`src/design/gmix_pkg.sv`:
```
// Shared types and constants of the gain mixer with PCM output.
package gmix_pkg;

	localparam int SAMPLE_W  = 24;
	localparam int GAIN_W    = 15;
	localparam int PCM_W     = 32;
	localparam int PROD_FRAC = 37;
	localparam int CFG_W     = 2;
	localparam int CFG_IDX_W = 1;

	localparam logic [CFG_IDX_W-1:0] REG_OUT_CHANNELS = 1'b0;
	localparam logic [CFG_IDX_W-1:0] REG_OUT_FORMAT   = 1'b1;

	localparam logic [1:0] FMT_S8  = 2'd0;
	localparam logic [1:0] FMT_S16 = 2'd1;
	localparam logic [1:0] FMT_S24 = 2'd2;
	localparam logic [1:0] FMT_S32 = 2'd3;

	localparam logic [CFG_W-1:0] OUT_CHANNELS_RST = 2'd2;
	localparam logic [CFG_W-1:0] OUT_FORMAT_RST   = FMT_S16;

	typedef struct packed {
		logic load_in;
		logic mul;
		logic sel_second;
		logic add;
		logic idx;
		logic num;
		logic load_out;
		logic out_last;
		logic clear;
	} dp_cmd_t;

	typedef struct packed {
		logic out_free;
	} dp_status_t;

endpackage

```
`src/design/gmix_ctrl.sv`:
```
// Sequencer for the gain mixer: steps each source beat through multiply, accumulate and emit.
module gmix_ctrl (
	input  logic                 clk,
	input  logic                 arst_n,
	input  logic                 src_valid,
	output logic                 src_stall,
	input  logic                 has_source,
	input  logic [1:0]           source_channels,
	input  logic                 last_source,
	input  logic                 oc_two,
	input  gmix_pkg::dp_status_t status,
	output gmix_pkg::dp_cmd_t    cmd
);

	typedef enum logic [2:0] {
		ST_IDLE,
		ST_MUL0,
		ST_ADD0,
		ST_MUL1,
		ST_ADD1,
		ST_NUM,
		ST_OUT
	} state_t;

	state_t state_q;
	logic   last_q;
	logic   src_two_q;
	logic   ch_q;

	always_ff @(posedge clk or negedge arst_n) begin
		if (!arst_n) begin
			state_q   <= ST_IDLE;
			last_q    <= 1'b0;
			src_two_q <= 1'b0;
			ch_q      <= 1'b0;
		end else begin
			case (state_q)
				ST_IDLE: begin
					if (src_valid) begin
						last_q    <= last_source;
						src_two_q <= source_channels[1];
						ch_q      <= 1'b0;
						if (has_source) begin
							state_q <= ST_MUL0;
						end else if (last_source) begin
							state_q <= ST_NUM;
						end
					end
				end
				ST_MUL0: state_q <= ST_ADD0;
				ST_ADD0: begin
					if (oc_two) begin
						// mono source reuses the held product for channel 1
						state_q <= src_two_q ? ST_MUL1 : ST_ADD1;
					end else if (last_q) begin
						state_q <= ST_NUM;
					end else begin
						state_q <= ST_IDLE;
					end
				end
				ST_MUL1: state_q <= ST_ADD1;
				ST_ADD1: state_q <= last_q ? ST_NUM : ST_IDLE;
				ST_NUM:  state_q <= ST_OUT;
				ST_OUT: begin
					if (status.out_free) begin
						if (ch_q || !oc_two) begin
							state_q <= ST_IDLE;
						end else begin
							ch_q    <= 1'b1;
							state_q <= ST_NUM;
						end
					end
				end
				default: state_q <= ST_IDLE;
			endcase
		end
	end

	assign src_stall = (state_q != ST_IDLE);

	always_comb begin
		cmd            = '0;
		cmd.load_in    = (state_q == ST_IDLE) && src_valid;
		cmd.mul        = (state_q == ST_MUL0) || (state_q == ST_MUL1);
		cmd.sel_second = (state_q == ST_MUL1);
		cmd.add        = (state_q == ST_ADD0) || (state_q == ST_ADD1);
		cmd.idx        = (state_q == ST_ADD1) || (((state_q == ST_NUM) || (state_q == ST_OUT)) && ch_q);
		cmd.num        = (state_q == ST_NUM);
		cmd.load_out   = (state_q == ST_OUT) && status.out_free;
		cmd.out_last   = ch_q || !oc_two;
		cmd.clear      = cmd.load_out && cmd.out_last;
	end

endmodule

```
`src/design/gmix_dp.sv`:
```
// Datapath of the gain mixer: gain multiply, saturating accumulators, PCM conversion, output register.
module gmix_dp #(
	parameter int SAMPLE_FRAC_BITS = 23,
	parameter int ACC_BITS         = 32
) (
	input  logic                                clk,
	input  logic                                arst_n,
	input  gmix_pkg::dp_cmd_t                   cmd,
	output gmix_pkg::dp_status_t                status,
	input  logic [1:0]                          out_format,
	input  logic signed [gmix_pkg::SAMPLE_W-1:0] sample_first,
	input  logic signed [gmix_pkg::SAMPLE_W-1:0] sample_second,
	input  logic [gmix_pkg::GAIN_W-1:0]         gain,
	output logic                                pcm_valid,
	input  logic                                pcm_stall,
	output logic signed [gmix_pkg::PCM_W-1:0]   pcm_sample,
	output logic                                channel_index,
	output logic                                frame_last
);

	localparam int PROD_W  = gmix_pkg::SAMPLE_W + gmix_pkg::GAIN_W;
	localparam int SHIFT   = gmix_pkg::PROD_FRAC - SAMPLE_FRAC_BITS;
	localparam int SUM_W   = ((ACC_BITS > PROD_W) ? ACC_BITS : PROD_W) + 1;
	localparam int V_W     = SAMPLE_FRAC_BITS + 2;
	localparam int CLIP_W  = (ACC_BITS > V_W) ? ACC_BITS : V_W;
	localparam int NUM_W   = SAMPLE_FRAC_BITS + gmix_pkg::PCM_W + 2;

	localparam logic signed [SUM_W-1:0] ACC_MAX =
		{{(SUM_W-ACC_BITS+1){1'b0}}, {(ACC_BITS-1){1'b1}}};
	localparam logic signed [SUM_W-1:0] ACC_MIN =
		{{(SUM_W-ACC_BITS+1){1'b1}}, {(ACC_BITS-1){1'b0}}};
	localparam logic signed [CLIP_W-1:0] ONE_C  = CLIP_W'(1) <<< SAMPLE_FRAC_BITS;
	localparam logic signed [NUM_W-1:0]  ONE_N  = NUM_W'(1) <<< SAMPLE_FRAC_BITS;
	localparam logic signed [NUM_W-1:0]  TRUNC_BIAS = (NUM_W'(1) <<< (SAMPLE_FRAC_BITS + 1)) - NUM_W'(1);

	logic signed [gmix_pkg::SAMPLE_W-1:0] first_q;
	logic signed [gmix_pkg::SAMPLE_W-1:0] second_q;
	logic [gmix_pkg::GAIN_W-1:0]          gain_q;
	logic signed [PROD_W-1:0]             prod_q;
	logic signed [ACC_BITS-1:0]           acc_q [2];
	logic signed [NUM_W-1:0]              num_q;
	logic                                 out_valid_q;
	logic signed [gmix_pkg::PCM_W-1:0]    pcm_q;
	logic                                 chan_q;
	logic                                 last_q;

	logic signed [gmix_pkg::SAMPLE_W-1:0] mul_a;
	logic signed [PROD_W-1:0]             prod_full;
	logic signed [PROD_W-1:0]             scaled;
	logic signed [SUM_W-1:0]              sum;
	logic signed [ACC_BITS-1:0]           sum_sat;
	logic signed [ACC_BITS-1:0]           acc_rd;
	logic signed [CLIP_W-1:0]             acc_x;
	logic signed [V_W-1:0]                v;
	logic signed [NUM_W-1:0]              vx;
	logic signed [NUM_W-1:0]              v_shl;
	logic signed [NUM_W-1:0]              num;
	logic signed [NUM_W-1:0]              num_adj;
	logic signed [NUM_W-1:0]              quot;

	assign status.out_free = !out_valid_q || !pcm_stall;

	// gain multiply: signed sample times non-negative gain
	assign mul_a     = cmd.sel_second ? second_q : first_q;
	assign prod_full = mul_a * $signed({1'b0, gain_q});

	// floor shift down to the accumulator scale, then saturating add
	assign scaled = prod_q >>> SHIFT;
	assign acc_rd = acc_q[cmd.idx];
	assign sum    = SUM_W'(acc_rd) + SUM_W'(scaled);

	always_comb begin
		if (sum > ACC_MAX) begin
			sum_sat = ACC_MAX[ACC_BITS-1:0];
		end else if (sum < ACC_MIN) begin
			sum_sat = ACC_MIN[ACC_BITS-1:0];
		end else begin
			sum_sat = sum[ACC_BITS-1:0];
		end
	end

	// clip to [-1, 1], then v*(2^n - 1) - 1 as shift and subtract
	assign acc_x = CLIP_W'(acc_rd);

	always_comb begin
		if (acc_x > ONE_C) begin
			v = ONE_C[V_W-1:0];
		end else if (acc_x < -ONE_C) begin
			v = V_W'(-ONE_C);
		end else begin
			v = acc_x[V_W-1:0];
		end
	end

	assign vx = NUM_W'(v);

	always_comb begin
		case (out_format)
			gmix_pkg::FMT_S8:  v_shl = vx <<< 8;
			gmix_pkg::FMT_S16: v_shl = vx <<< 16;
			gmix_pkg::FMT_S24: v_shl = vx <<< 24;
			gmix_pkg::FMT_S32: v_shl = vx <<< 32;
			default:           v_shl = vx <<< 16;
		endcase
	end

	assign num = v_shl - vx - ONE_N;

	// divide by 2^(F+1) truncating toward zero
	assign num_adj = num_q[NUM_W-1] ? (num_q + TRUNC_BIAS) : num_q;
	assign quot    = num_adj >>> (SAMPLE_FRAC_BITS + 1);

	always_ff @(posedge clk) begin
		if (cmd.load_in) begin
			first_q  <= sample_first;
			second_q <= sample_second;
			gain_q   <= gain;
		end
		if (cmd.mul) begin
			prod_q <= prod_full;
		end
		if (cmd.num) begin
			num_q <= num;
		end
		if (cmd.load_out) begin
			pcm_q  <= quot[gmix_pkg::PCM_W-1:0];
			chan_q <= cmd.idx;
			last_q <= cmd.out_last;
		end
	end

	always_ff @(posedge clk or negedge arst_n) begin
		if (!arst_n) begin
			acc_q[0]    <= '0;
			acc_q[1]    <= '0;
			out_valid_q <= 1'b0;
		end else begin
			if (cmd.clear) begin
				acc_q[0] <= '0;
				acc_q[1] <= '0;
			end else if (cmd.add) begin
				acc_q[cmd.idx] <= sum_sat;
			end
			if (cmd.load_out) begin
				out_valid_q <= 1'b1;
			end else if (!pcm_stall) begin
				out_valid_q <= 1'b0;
			end
		end
	end

	assign pcm_valid     = out_valid_q;
	assign pcm_sample    = pcm_q;
	assign channel_index = chan_q;
	assign frame_last    = last_q;

endmodule

```
`src/design/gain_mixer_with_pcm_output.sv`:
```
// Top level of the gain mixer with PCM output: configuration registers and the two units.
//
// Each source beat carries one source's share of the current output frame: one or two
// signed Q1.23 samples and an unsigned Q1.14 gain. The block multiplies each sample by
// the gain, floors it to the accumulator scale and adds it into one or two saturating
// accumulators (a mono source feeds both output channels, a stereo source into a mono
// output uses its first channel only). A beat with last_source set closes the frame:
// each accumulator is clipped to [-1, 1], converted to signed PCM at the configured
// width (8/16/24/32 bit, sign-extended on pcm_sample), sent out as one beat per output
// channel, and both accumulators are cleared. Items are handled one at a time by a
// sequencer driving a single shared multiplier and adder: each source beat is multiplied
// and added once per output channel (a mono source into stereo reuses its product), and
// closing a frame converts and emits each output channel in turn; no new source beat
// is taken until that is done. The single output register sets the pace of emission
// when the sink stalls. The next source beat is taken while the last PCM beat still waits
// in the output register. Write out_channels and out_format only while the block is idle.
module gain_mixer_with_pcm_output #(
	parameter int SAMPLE_FRAC_BITS = 23,
	parameter int ACC_BITS         = 32
) (
	input  logic                                 clk,
	input  logic                                 arst_n,
	// configuration write port
	input  logic                                 cfg_write,
	input  logic [gmix_pkg::CFG_IDX_W-1:0]       cfg_index,
	input  logic [gmix_pkg::CFG_W-1:0]           cfg_data,
	// source channel
	input  logic                                 src_valid,
	output logic                                 src_stall,
	input  logic                                 has_source,
	input  logic signed [gmix_pkg::SAMPLE_W-1:0] sample_first,
	input  logic signed [gmix_pkg::SAMPLE_W-1:0] sample_second,
	input  logic [1:0]                           source_channels,
	input  logic [gmix_pkg::GAIN_W-1:0]          gain,
	input  logic                                 last_source,
	// PCM channel
	output logic                                 pcm_valid,
	input  logic                                 pcm_stall,
	output logic signed [gmix_pkg::PCM_W-1:0]    pcm_sample,
	output logic                                 channel_index,
	output logic                                 frame_last
);

	logic [gmix_pkg::CFG_W-1:0] out_channels_q;
	logic [gmix_pkg::CFG_W-1:0] out_format_q;
	gmix_pkg::dp_cmd_t          cmd;
	gmix_pkg::dp_status_t       status;

	// Hold the configuration; an index past the list is dropped.
	always_ff @(posedge clk or negedge arst_n) begin
		if (!arst_n) begin
			out_channels_q <= gmix_pkg::OUT_CHANNELS_RST;
			out_format_q   <= gmix_pkg::OUT_FORMAT_RST;
		end else if (cfg_write) begin
			case (cfg_index)
				gmix_pkg::REG_OUT_CHANNELS: out_channels_q <= cfg_data;
				gmix_pkg::REG_OUT_FORMAT:   out_format_q   <= cfg_data;
				default: ;
			endcase
		end
	end

	// Counts of 2 and 3 mean stereo output, 0 and 1 mean mono.
	gmix_ctrl u_ctrl (
		.clk             (clk),
		.arst_n          (arst_n),
		.src_valid       (src_valid),
		.src_stall       (src_stall),
		.has_source      (has_source),
		.source_channels (source_channels),
		.last_source     (last_source),
		.oc_two          (out_channels_q[1]),
		.status          (status),
		.cmd             (cmd)
	);

	gmix_dp #(
		.SAMPLE_FRAC_BITS (SAMPLE_FRAC_BITS),
		.ACC_BITS         (ACC_BITS)
	) u_dp (
		.clk           (clk),
		.arst_n        (arst_n),
		.cmd           (cmd),
		.status        (status),
		.out_format    (out_format_q),
		.sample_first  (sample_first),
		.sample_second (sample_second),
		.gain          (gain),
		.pcm_valid     (pcm_valid),
		.pcm_stall     (pcm_stall),
		.pcm_sample    (pcm_sample),
		.channel_index (channel_index),
		.frame_last    (frame_last)
	);

endmodule

```
`config.mk`:
```
export PLATFORM = sky130hd
export DESIGN_NAME = gain_mixer_with_pcm_output
export DESIGN_NICKNAME = d
export VERILOG_FILES = /design/src/design/gmix_pkg.sv /design/src/design/gmix_ctrl.sv /design/src/design/gmix_dp.sv /design/src/design/gain_mixer_with_pcm_output.sv
export SDC_FILE = /design/constraint.sdc
export NUM_CORES = 2
export LEC_CHECK = 0
export ABC_CLOCK_PERIOD_IN_PS = 8700
export BUFFER_PORTS_ARGS = -buffer_cell sky130_fd_sc_hd__buf_2
export CORE_UTILIZATION = 38
export CTS_BUF_LIST = sky130_fd_sc_hd__clkbuf_16
export DETAILED_ROUTE_END_ITERATION = 10
export PLACE_DENSITY = 0.62
export SYNTH_ARGS = -nofsm -noshare
export SYNTH_HDL_FRONTEND = slang
export SYNTH_SLANG_ARGS = --single-unit
```
`constraint.sdc`:
```
create_clock -name clk -period 8.7 [get_ports clk]
set_clock_uncertainty 0.05 [all_clocks]
set_input_delay 0 -clock clk [delete_from_list [all_inputs] [get_ports clk]]
set_output_delay 0 -clock clk [all_outputs]
set_load 0.01 [all_outputs]
```
# Word level (Yosys, flattened, before mapping)
# Index checks and enable logic that the tools add are counted.
[totals]
ff_bits = 268
in_bits = 75
out_inout_bits = 36
[classes]
add_sub_neg = 4
multipliers = 1
order_cmp = 6
n_eq_ne = 14
muxes = 30
bitwise = 2
n_reduce_logical = 24
[op_table]
columns = ["operator", "count"]
rows = [
  ["$pmux W57 S4", 1],
  ["$mux W32", 6],
  ["$mux W64", 2],
  ["$bwmux W64", 1],
  ["$sub A57 B25 Y57", 1],
  ["$sub A57 B25 Y57 const B", 1],
  ["$add A56 B25 Y56 const B", 1],
  ["$mux W56", 1],
  ["$mux W25", 2],
  ["$gt A40 B32 Y1 const B", 1],
  ["$lt A40 B32 Y1 const B", 1],
  ["$mul A24 B16 Y39", 1],
  ["$add A32 B25 Y33", 1],
  ["$demux W32 S1", 1],
  ["$gt A32 B25 Y1 const B", 1],
  ["$lt A32 B24 Y1 const B", 1],
  ["$mux W24", 1],
  ["$mux W3", 8],
  ["$pmux W3 S7", 1],
  ["$eq A3 B3 Y1 const B", 3],
  ["$eq A3 B2 Y1 const B", 2],
  ["$logic_or A1 B1 Y1", 6],
  ["$reduce_and A2 Y1", 3],
  ["$logic_and A1 B1 Y1", 5],
  ["19 further kinds", 29],
]

# Longest topological paths before layout
[depth]
depth_word = 15
depth_mapped = 31

# By module
# Synthesis repeated with hierarchy kept, for this count alone.
[hier_totals]
hier_cells = 3096
area_unflattened_um2 = 29024.1
[modules_own_cells]
columns = ["module", "instances", "cells_per_inst", "area_per_inst_um2"]
rows = [
  ["gmix_dp", 1, 3035, 28414.8],
  ["gmix_ctrl", 1, 53, 471.7],
  ["gain_mixer_with_pcm_output", 1, 8, 137.6],
]

# Worst setup path before layout
# OpenSTA, ideal clock, no wires.
[synth_path]
path_type = "register to register"
start = "reg u_ctrl.state_q[0]"
end = "reg u_dp.prod_q[32] (data pin)"
setup_ns = 0.257
t_arrival_ns = 7.590
required_time_ns = 8.393
setup_slack_ns = 0.803
stages_incl_launch_ff = 30
path_buffers = 3
synth_period_minus_slack_ns = 7.897
path_cell_list = "dfrtp_1 > buf_6 > nand3b_2 > buf_1 > mux2_2 > clkbuf_1 > and2_1 > fa_1 > inv_1 > fa_1 > fa_1 > inv_1 > fa_1 > fa_1 > inv_1 > fa_1 > inv_1 > ha_1 > a211oi_1 > nand2_1 > a2111oi_0 > a21boi_1 > nor2_1 > a221o_1 > a31oi_1 > o21a_1 > o21bai_1 > a221o_1 > a21o_1 > xor2_1"
[synth_via]
elab_chain_len = 3
[synth_lines]
columns = ["element", "line", "rtl"]
rows = [
  ["start, declared", "gmix_ctrl.sv:25", "state_t state_q;"],
  ["start signal, assigned", "gmix_ctrl.sv:54", "state_q <= src_two_q ? ST_MUL1 : ST_ADD1;"],
  ["start signal, assigned", "gmix_ctrl.sv:62", "ST_ADD1: state_q <= last_q ? ST_NUM : ST_IDLE;"],
  ["$eq A3 B2 Y1", "gmix_ctrl.sv:85", "cmd.sel_second = (state_q == ST_MUL1);"],
  ["$mux W24", "gmix_dp.sv:64", "assign mul_a = cmd.sel_second ? second_q : first_q;"],
  ["$mul A24 B16 Y39", "gmix_dp.sv:65", "assign prod_full = mul_a * $signed({1'b0, gain_q});"],
  ["via u_dp.prod_full[32]", "gmix_dp.sv:48", "logic signed [PROD_W-1:0] prod_full;"],
  ["end signal, assigned", "gmix_dp.sv:120", "prod_q <= prod_full;"],
  ["end, declared", "gmix_dp.sv:39", "logic signed [PROD_W-1:0] prod_q;"],
]
# The timed path passes the listed nets, and every way through them passes these cells.
# A chain may end at the register's enable or synchronous reset.

# Worst setup path after layout
[layout_path]
start = "reg u_ctrl.state_q[2]"
end = "reg u_dp.prod_q[32] (data pin)"
# The elaborated chain is that of the path after synthesis.

==> metrics <==
outcome=completed; Worst Path Arrival=8.42 ns; hold crit path type=in2reg; layout cells sized above 1=0.0834; Ports=111; most frequent cell after synthesis=inv_1; Vias=approximately 21000; CTS tree=done; Slew Viols, Final=0; DR WL/cell=~17 µm; Reg2Reg Capture Point=u_dp.prod_q[32]; Slew HR=0.221; r2r worst-path depth=27; Post-DP HPWL=54100 µm; CP max FO=9; largest net degree at the start of global routing=between 70 and 80; total congestion overflow=0; mean post-synth cell area=9.45 µm²; GRT Overall Usage=0.188; Netlist cell types=80; Die Area=about 0.076 mm²; most common flop cell mapped by yosys=edfxtp_1; Mapped Cells=3030; initial antenna violation count=0; max cap viols=0; RSZ-0062 raised after global routing=false; number of remaining DRC errors=0; IO Port Bufs=109; clock root cell=clkbuf_16; Worst setup EP type=flop; Iteration-0 DRC Markers=1248; area delta synth->final=12.1%; Post-Layout Cell Count=4170; top cells by count, synth=inv_1, fa_1, nand2_1; top cell type's share of synthesized area=0.241; synth top area cells=fa_1, edfxtp_1, ha_1; Via density=5.06; post-synth top area cell=fa_1; Worst-Skew Late Latency=0.61 ns; Routed Wire Length=approximately 70000 µm; Detail Route Antenna Nets=0; final setup fails=0; final setup TNS=0 ns; hold slack=0.0728 ns; post-route design area=0.0321 mm²; die width=277 µm; Yosys reg bits=253; Clock Tree Buf Depth=3; initial cell density of the core=0.385; Site Rows=100; Hold Vio Cnt, Final=0; Yosys warnings=0; dpl cell area=0.0303 mm²; Total Nets Final=3817; CP required=8.99 ns; sequential fraction of the synthesis area=0.252; Pre-antenna DRT Iters=7; Final min period=8.13 ns; clock-pin slew on the worst setup and hold paths=approximately 0.06 ns; first-pass GRT wire length=116000 µm; Die Y=277 µm; worst slew pin tran=1.16 ns; antenna cells=0; Hold Path Cell Cnt=2; crit start category=flop; fmax=123 MHz; R2R Setup Slk=0.57 ns; synthesized cell area=between 0.02 and 0.03 mm²; core box area=0.0744 mm²; Num Clock Sinks=253; EDFF count, synth=179; gpl congestion=between 0.9 and 1; cts bufs inserted=31; Final period util=0.935; postcts setup bufs=0; hold wc startpoint=gain[12]; type of the worst setup path=reg2reg; dpl cells=4034; synthesized net count=3671; R2R Path Start=u_ctrl.state_q[2]; Post-synth ARST share=0.292; Worst Hold Endpoint=u_dp.gain_q[12]; fillcell total=7175; number of global-route vias before repair=22200; htree depth=1
==> worst max path at each step <==
stage | slack, ns | startpoint | end | depth (start not counted)
4_1_cts | 0.23 | u_ctrl.state_q[2] | u_dp.prod_q[32] | 27
3_3_place_gp | 0.40 | u_ctrl.state_q[2] | u_dp.prod_q[32] | 27
5_1_grt | 0.02 | u_ctrl.state_q[2] | u_dp.prod_q[37] | 28
3_5_place_dp | 0.28 | u_ctrl.state_q[2] | u_dp.prod_q[32] | 27
2_1_floorplan | 0.80 | u_ctrl.state_q[0] | u_dp.prod_q[32] | 29
6_report | 0.57 | u_ctrl.state_q[2] | u_dp.prod_q[32] | 27
==> stage by stage <==
stage                     utilization  setup WS, ns
after CTS                       0.431         0.228
after global placement          0.407         0.398
after global routing            0.431        0.0157
final                           0.431         0.566
after floorplan                     -         0.803
after detailed placement        0.407         0.280
==> state kept, by name, indices dropped and copies added (netlist names), 2 cells and up <==
name / flops
u_dp.num_q: 57
u_dp.gain_q: 15
u_dp.second_q: 24
out_format_q: 2
u_dp.first_q: 24
u_dp.prod_q: 25
u_dp.pcm_sample: 32
u_ctrl.state_q: 3
u_dp.acc_q: 64
==> area by class of cell <==
class                      instances  area, µm²  share of cell area
multi-input combinational       2133      19000               0.591
clock inverter                    27        228             0.00709
inverter                         519       1950              0.0607
tap                              969       1210              0.0378
sequential                       253       7230               0.225
timing repair buffer             238       1720              0.0537
clock buffer                      31        776              0.0242
==> critical path, cell delays in order, from the launching register on <==
cell,delay [ns]
dfrtp_1,0.39
nand3b_4,0.28
mux2_2,0.43
buf_4,0.19
and2_1,0.17
fa_1,0.50
inv_1,0.05
fa_1,0.50
fa_1,0.44
fa_1,0.55
inv_1,0.05
fa_1,0.48
inv_1,0.05
fa_1,0.53
inv_1,0.04
ha_1,0.29
a211oi_1,0.21
nand2_1,0.10
a2111oi_0,0.29
a21boi_1,0.35
nor2_1,0.15
a221o_1,0.42
a31oi_1,0.35
o21a_1,0.20
o21bai_1,0.10
a221o_1,0.36
a21o_1,0.20
xor2_1,0.13
==> cell usage in the layout (no fill, tap or decap), types with 14 or more instances in the layout <==
cell type	n
nor2b_1	23
xnor2_1	88
nand2_1	337
and3_1	16
dlygate4sd3_1	78
buf_4	51
o21a_1	22
nand2b_1	26
nand4_1	27
nand3_1	73
dfrtp_1	72
buf_2	108
a21oi_1	132
mux2_2	38
inv_1	525
edfxtp_1	179
and2_1	165
nor3_1	21
a31oi_1	20
clkbuf_16	31
mux2i_1	32
nor2_1	120
o21bai_1	17
ha_1	221
xor2_1	51
nor4_1	14
fa_1	345
o21ai_0	132
a21o_1	80
==> logic make-up (layout without fill, tap and decap cells) <==
logic type,Yosys count,count (layout),synth area share
adders and majority gates,568,568,0.338
DFF,253,253,0.252
muxes,70,70,0.0261
and+or+nand+nor,851,851,0.143
buffers and inverters,644,815,0.0855
xor gates and xnor gates,139,139,0.0425
AOI/OAI and AO/OA,505,505,0.112
==> metal layers <==
metal / vias up / share of wire / global-route usage
met3: 124 / 0.044 / 0.0221
met4: 0 / 0.028 / 0.0530
met5: - / 0 / 0
li1: 10200 / - / -
met1: 10300 / 0.44 / 0.243
met2: 497 / 0.49 / 0.330
==> repair_timing <==
item | CTS | global route
gates resized for setup | 0 | 1
hold buffers | 78 | 0
endpoints found under the hold margin | 146 | 0
setup endpoints to repair | 0 | 3
Power is left out: the tool's default activity adds up to more than one toggle a clock period on the data nets, which glitch-free logic cannot reach.
